$ cat src/rtl/core/assert_macros.svh
// assertion helpers shared by the rtl
`ifndef ASSERT_MACROS_SVH
`define ASSERT_MACROS_SVH

// property holds at every clock edge once out of reset
`define ASSERT_CLK(label, prop) \
  label: assert property (@(posedge clk_i) disable iff (!rst_ni) (prop)) \
    else $error("assertion failed");

// implication checked at the next edge
`define ASSERT_NEXT(label, ante, cons) \
  label: assert property (@(posedge clk_i) disable iff (!rst_ni) (ante) |=> (cons)) \
    else $error("assertion failed");

`endif

$ cat src/rtl/core/pla_pkg.sv
// ----------------------------------------------------------------------------
// pla_pkg
// shared constants and types for the point light accumulator
// ----------------------------------------------------------------------------
package pla_pkg;

  localparam int unsigned LightSlots = 64;
  localparam int unsigned SlotW      = $clog2(LightSlots);
  localparam int unsigned CountW     = $clog2(LightSlots + 1);

  localparam logic [1:0] ReqReserve = 2'd0;
  localparam logic [1:0] ReqCommit  = 2'd1;
  localparam logic [1:0] ReqQuery   = 2'd2;

  localparam logic [7:0] AmbientReset = 8'd25;

  typedef struct packed {
    logic [15:0] pos_y;
    logic [15:0] pos_x;
  } light_pos_t;

  typedef struct packed {
    logic [7:0]  col_b;
    logic [7:0]  col_g;
    logic [7:0]  col_r;
    logic [15:0] radius;
  } light_shape_t;

  // handshake between the sequencer and the shared divider
  typedef struct packed {
    logic        start;
    logic [63:0] num;
    logic [31:0] den;
  } div_req_t;

endpackage

$ cat src/rtl/core/pla_divider.sv
// ----------------------------------------------------------------------------
// pla_divider
// radix-2 restoring divider, one quotient bit per cycle; also serves the
// integer square root by one result bit per cycle when sqrt_i is set; den may be zero
// ----------------------------------------------------------------------------
module pla_divider import pla_pkg::*; (
  input  logic        clk_i,
  input  logic        rst_ni,
  input  div_req_t    req_i,
  input  logic        sqrt_i,
  output logic        done_o,
  output logic [63:0] quot_o
);

  logic [63:0] rem_q, rem_d, quo_q, quo_d, num_q, num_d;
  logic [31:0] den_q, den_d;
  logic        sqrt_q, sqrt_d;
  logic [6:0]  cnt_q, cnt_d;
  logic        busy_q, busy_d;
  logic [65:0] trial;
  logic [63:0] rem_sh;

  always_comb begin
    rem_d  = rem_q;
    quo_d  = quo_q;
    num_d  = num_q;
    den_d  = den_q;
    sqrt_d = sqrt_q;
    cnt_d  = cnt_q;
    busy_d = busy_q;
    done_o = 1'b0;
    trial  = '0;
    rem_sh = '0;
    if (busy_q) begin
      if (sqrt_q) begin
        // two radicand bits in, trial 4*root+1
        rem_sh = {rem_q[61:0], num_q[63:62]};
        trial  = {2'b0, rem_sh} - {quo_q[63:0], 2'b01};
        num_d  = {num_q[61:0], 2'b00};
        if (!trial[65]) begin
          rem_d = trial[63:0];
          quo_d = {quo_q[62:0], 1'b1};
        end else begin
          rem_d = rem_sh;
          quo_d = {quo_q[62:0], 1'b0};
        end
        cnt_d = cnt_q + 7'd1;
        if (cnt_q == 7'd31) begin
          busy_d = 1'b0;
          done_o = 1'b1;
        end
      end else begin
        rem_sh = {rem_q[62:0], num_q[63]};
        trial  = {2'b0, rem_sh} - {34'd0, den_q};
        num_d  = {num_q[62:0], 1'b0};
        if (!trial[65]) begin
          rem_d = trial[63:0];
          quo_d = {quo_q[62:0], 1'b1};
        end else begin
          rem_d = rem_sh;
          quo_d = {quo_q[62:0], 1'b0};
        end
        cnt_d = cnt_q + 7'd1;
        if (cnt_q == 7'd63) begin
          busy_d = 1'b0;
          done_o = 1'b1;
        end
      end
    end
    // result of the final step, seen before a new start is loaded
    quot_o = quo_d;
    if (req_i.start) begin
      rem_d  = '0;
      quo_d  = '0;
      num_d  = req_i.num;
      den_d  = req_i.den;
      sqrt_d = sqrt_i;
      cnt_d  = '0;
      busy_d = 1'b1;
    end
  end

  always_ff @(posedge clk_i or negedge rst_ni) begin
    if (!rst_ni) begin
      busy_q <= 1'b0;
      cnt_q  <= '0;
    end else begin
      busy_q <= busy_d;
      cnt_q  <= cnt_d;
    end
  end

  always_ff @(posedge clk_i) begin
    rem_q  <= rem_d;
    quo_q  <= quo_d;
    num_q  <= num_d;
    den_q  <= den_d;
    sqrt_q <= sqrt_d;
  end

endmodule

$ cat config.mk
export PLATFORM = sky130hd
export DESIGN_NAME = pla_divider
export DESIGN_NICKNAME = d
export VERILOG_FILES = /design/src/rtl/core/assert_macros.svh /design/src/rtl/core/pla_pkg.sv /design/src/rtl/core/pla_divider.sv
export SDC_FILE = /design/constraint.sdc
export NUM_CORES = 1
export LEC_CHECK = 0
export ABC_AREA = 0
export BUFFER_PORTS_ARGS = -buffer_cell sky130_fd_sc_hd__buf_2
export CAP_MARGIN = 20
export CORE_AREA = 2 2 197 199
export CTS_CLUSTER_DIAMETER = 100
export DETAILED_ROUTE_END_ITERATION = 12
export DIE_AREA = 0 0 199 201
export HOLD_SLACK_MARGIN = 0.05
export PLACE_DENSITY = 0.65
export SYNTH_ARGS = -nofsm -noshare
export SYNTH_HDL_FRONTEND = slang
export SYNTH_SLANG_ARGS = --single-unit
$ cat constraint.sdc
create_clock -name clk_i -period 3.1 [get_ports clk_i]
set_clock_uncertainty 0.1 [all_clocks]
set_input_delay 0.155 -clock clk_i [delete_from_list [all_inputs] [get_ports clk_i]]
set_output_delay 0.155 -clock clk_i [all_outputs]
set_load 0.02 [all_outputs]
# After elaboration in Yosys (flattened, before gate mapping)
# Cells that the tools add are included.
[totals]
register_bits = 232
in_bits = 100
output_inout_bits = 65
elab_cells = 34
[classes]
n_addsub = 3
eq_ne = 2
muxes = 21
n_reduce_logical = 1
[ops]
columns = ["cell", "n"]
rows = [
  ["two-way mux 64 bit", 4],
  ["two-way mux 63 bit", 3],
  ["subtractor 64 x 66 -> 66 bit", 1],
  ["subtractor 64 x 32 -> 65 bit", 1],
  ["two-way mux 7 bit", 2],
  ["two-way mux 1 bit", 12],
  ["adder 7 x 1 -> 7 bit, second input constant", 1],
  ["== test 7 x 5 -> 1 bit, second input constant", 1],
  ["== test 7 x 6 -> 1 bit, second input constant", 1],
  ["nonzero test 2 bit", 1],
]

# Logic depth before layout (Yosys ltp)
[logic_depth]
word_depth = 5
mapped_depth = 16
mapped_depth_nobuf = 15

# Worst setup path before layout
# No wires, ideal clock.
[synth_timing]
path_kind = "register -> register"
from = "register num_q[63]"
to = "register rem_q[62]"
setup_ps = 60
t_arrival_ps = 3195
required_time_ps = 2940
path_slack_ps = -254
stages_incl_launch_ff = 16
path_buffers = 0
period_less_slack_ps = 3354
path_cell_list = "edfxtp_1 -> inv_1 -> ha_1 -> inv_1 -> fa_1 -> a211oi_1 -> o21ai_1 -> o211ai_1 -> a21oi_2 -> a21o_1 -> a21oi_1 -> o211ai_4 -> nor4_2 -> xnor2_1 -> a211oi_1 -> o311a_1"
[synth_between]
elab_chain_len = 3
word_cells_on_any_way = 5
cone_classes = "add/sub: 2; mux: 3"
[synth_lines]
columns = ["element", "line", "text"]
rows = [
  ["start: declaration", "pla_divider.sv:15", "logic [63:0] rem_q, rem_d, quo_q, quo_d, num_q, num_d;"],
  ["start signal: assignment", "pla_divider.sv:96", "num_q <= num_d;"],
  ["subtractor 64 x 66 -> 66 bit / subtractor 64 x 32 -> 65 bit (equally long branches)", "pla_divider.sv:38, pla_divider.sv:54", ""],
  ["two-way mux 63 bit, on equally long branches", "pla_divider.sv:40, pla_divider.sv:56", ""],
  ["two-way mux 63 bit (*)", "pla_divider.sv:35", "if (sqrt_q) begin"],
  ["end signal: assignment", "pla_divider.sv:94", "rem_q <= rem_d;"],
  ["end: declaration", "pla_divider.sv:15", ""],
]
# Every way passes the cells marked *; elsewhere a longest branch is shown, timed or not.
# A chain may end at the register's enable or synchronous reset.

# Worst setup path after layout
[layout_timing]
from = "register num_q[63]"
to = "output port quot_o[0]"
[layout_between]
elab_chain_len = 4
word_cells_on_any_way = 6
cone_classes = "add/sub: 2; mux: 4"
[layout_lines]
columns = ["element", "line", "text"]
rows = [
  ["subtractor 64 x 66 -> 66 bit / subtractor 64 x 32 -> 65 bit (equally long branches)", "pla_divider.sv:38, pla_divider.sv:54", ""],
  ["two-way mux 1 bit, on equally long branches", "pla_divider.sv:40, pla_divider.sv:56", ""],
  ["two-way mux 1 bit (*)", "pla_divider.sv:35", ""],
  ["two-way mux 64 bit (*)", "pla_divider.sv:34", "if (busy_q) begin"],
  ["end: declaration", "pla_divider.sv:12", "output logic [63:0] quot_o"],
]
# Marks and branches as above.

==> out/results.ini <==
[flow_run]
timing.max_cap.violations=0

[global_routing]
grt_max_degree=173
antenna_found_initial=1
grt_pass1_vias=18300
grt_usage_pct=30.6
grt_overflow=0
grt_pass1_wl_mm=97.4

[cells_and_area]
antenna_cells=0
area_growth_pct=51.2
fin_area_mm2=0.0255
drive_gt1_share_pct=33.8
fin_nets=2956
n_fill_cell=3006

[placed_design]
placed_cell_area_mm2=0.0211
gp_congestion=0.958
dpl.hpwl_mm=42.0
pre_cts_slack_ns=-0.886
numPortBuffers=164

[critical_path]
cp-startpoint=num_q[63]
critPathKind=flop to output port
worstSetupStartpointType=flop
crit_fanout=3
arrival_ns=3.48
cpLargestDelayFamily=compound AO/OA/AOI/OAI gates
cp_num_buf_inv=4
crit_chain=inv_2 -> ha_4 -> inv_2 -> fa_2 -> a211oi_4 -> o21ai_2 -> o211ai_1 -> a21oi_2 -> a21o_4 -> a21o_4 -> buf_6 -> o21ai_4 -> mux2i_4 -> buf_6
slowest_delay_ns=0.44
endpoint_kind=output port
rr_startpoint=num_q[63]
required_ns=2.84
crit_slowest_cell=edfxtp_1

[sta]
finalSetupViolCount=65
slew_headroom_pct=31.7
rsz0062_at_grt=true
slew_violations=0
timing.fmax_mhz=267
period_needed_ns=3.74
finalHoldViolCount=0
fin_tns_setup_ns=-26.19
worst_slew_pin_slew_ns=1.01
fin_crit_sh_pct=121
setup_slack_ns=-0.639

[pwr]
total_power_mw=29.8
peakVddDrop_v=0.000731
p_leak_nw=11.4
powerDensity_mw_per_mm2=1170

[clocking]
clockBufferDepth=3
worstSkewPairLatency_ns=0.58
htreeDepth=1
cts_tree=done
clk_pin_slew_ns=0.06
numCtsBuffers=29
cts_sinks=232
cts-root-buf=clkbuf_16

[synth]
synth_flop_cell=dfxtp_1
ys_seq_elements=232
synthesis.nets=2271
synth_area_mm2=0.0169
syn_avg_cell_area_um2=8.14
ys_types=95
synth-seq-area-share_pct=33.5
yosys-top-cells-area=edfxtp_1 17%, dfxtp_1 15%, ha_1 7.1%
synthArstFlopShare_pct=3.45
yosysTopAreaCell=edfxtp_1
synth_top_area_share_pct=17.3
syn-instance-count=2074
yosys_warnings=0
synth-edff-count=97

[routing]
vias=18600
ant_nets=0
wl_per_cell_um=19.2
dr.first_iter.drc_count=1593
vias_per_cell=5.63
wirelength_mm=63.4
drc=0
dr.pass1.iters=7

[floorplanning]
die_area_mm2=0.0400
core_mm2=0.0381
num_rows=72
start_util_pct=44.3
die_w_um=199
die_y_um=201
ios=165

[status]
violations=setup timing
outcome=finished with violations

[min_path]
hold_start=req_i[26]
hold_path_class=input pin to flop

[layer usage]
layer / vias to the layer above / share of wire, % / track usage [%]
met5: - / 0.020 / 0.123
met4: 2 / 3.8 / 12.3
met3: 155 / 7.5 / 6.07
met2: 759 / 47 / 49.7
met1: 8809 / 42 / 39.8
li1: 8840 / - / -
[layout by cell type, fill, tap and decap left out, types with 61 or more instances in the layout]
cell type	instances
and2_1	67
dlygate4sd3_1	100
a21oi_1	121
mux2i_1	72
inv_1	111
buf_2	162
xnor2_1	61
nand2_1	283
dfxtp_1	109
edfxtp_1	97
ha_1	66
nor2_1	100
buf_4	437
o21ai_0	181
[sequential cells by signal, indices dropped and copies added, names as in the netlist]
signal	cells
sqrt_q	1
den_q	32
busy_q	1
cnt_q	7
quo_q	64
rem_q	63
num_q	64
[what timing repair did]
item / CTS / global route
hold buffers: 100 / 0
cloned: 12 / 0
pin swaps: 110 / 108
setup endpoints to repair: 65 / 65
endpoints found under the hold margin: 114 / 0
gates resized for setup: 188 / 137
buffers inserted: 60 / 44
[layout make-up]
cell class	instances	area, um^2	share of cell area [%]
inverters	123	462	1.81
clock inverters	8	119	0.466
repair buffers	767	6170	24.2
multi-input cells	1606	11600	45.3
flip-flops and latches	232	5680	22.3
clock buffers	45	885	3.47
well taps	518	648	2.54
[where the power goes]
| group | leakage (nW) | internal, mW | total (mW) | switching, mW |
|---|---|---|---|---|
| registers | 2.18 | 3.73 | 4.22 | 0.492 |
| logic | 8.69 | 10.9 | 22.0 | 11.1 |
| clock network | 0.498 | 2.20 | 3.59 | 1.39 |
| total | 11.4 | 16.8 | 29.8 | 13.0 |
[through the flow]
| step | util [%] | hold slack (ns) | instances |
|---|---|---|---|
| finish | 67.0 | 0.187 | 3299 |
| global route | 67.0 | 0.195 | 3299 |
| CTS | 64.8 | 0.174 | 3272 |
| detailed placement | 55.4 | -0.0888 | 3057 |
| global placement | 55.4 | -0.0978 | 3057 |
| floorplan | - | -0.241 | 2074 |
[worst register-to-register path: cells and delay by family (launching register included)]
kind                     cells  cell delay [ns]
AO/OA/AOI/OAI                9             1.86
adder cells (fa/ha/maj)      2             0.50
buffers and inverters        5             0.60
flip-flops                   1             0.44
AND/OR/NAND/NOR              1             0.06
[cells in the mapped netlist, types with 6 or more instances]
library cell,number
buf_2,14
and3_1,15
o21ai_0,197
nor4_1,11
nor2_1,115
edfxtp_1,97
o22ai_1,6
o21bai_1,17
a21oi_1,138
dfxtp_1,127
and2_1,68
a22o_1,9
nand2b_1,8
or3_1,16
a32o_1,8
nand3_1,29
a21o_1,52
nor2b_1,12
o21a_1,11
a211oi_1,18
a31oi_1,20
nand2_1,297
a221o_1,6
o21ai_1,37
o211ai_1,36
nor3_1,39
nand4_1,29
o31ai_1,8
o221ai_1,7
dfrtp_1,8
mux2i_1,73
buf_1,6
ha_1,96
clkbuf_1,86
xnor2_1,69
a22oi_1,16
xor2_1,47
inv_1,121
[kinds of logic after synthesis]
logic type	share of synthesized area, %
buffers and inverters	5.57
adders and majority gates	7.23
DFF	33.5
xor gates and xnor gates	6.02
AOI/OAI and AO/OA	24.7
and+or+nand+nor	18.5
muxes	4.46
[worst paths after layout]
check                                  to  slack (ns)  depth (start not counted)
min in group asynchronous        cnt_q[6]        0.51                          3
worst max-delay path            quot_o[0]       -0.64                         14
worst min register to register   cnt_q[6]        0.46                          2
worst max register to register   rem_q[6]       -0.55                         17
max in group asynchronous          busy_q        2.10                          3
worst min-delay path            den_q[26]        0.19                          2
Power figures use the tool's default switching activity.
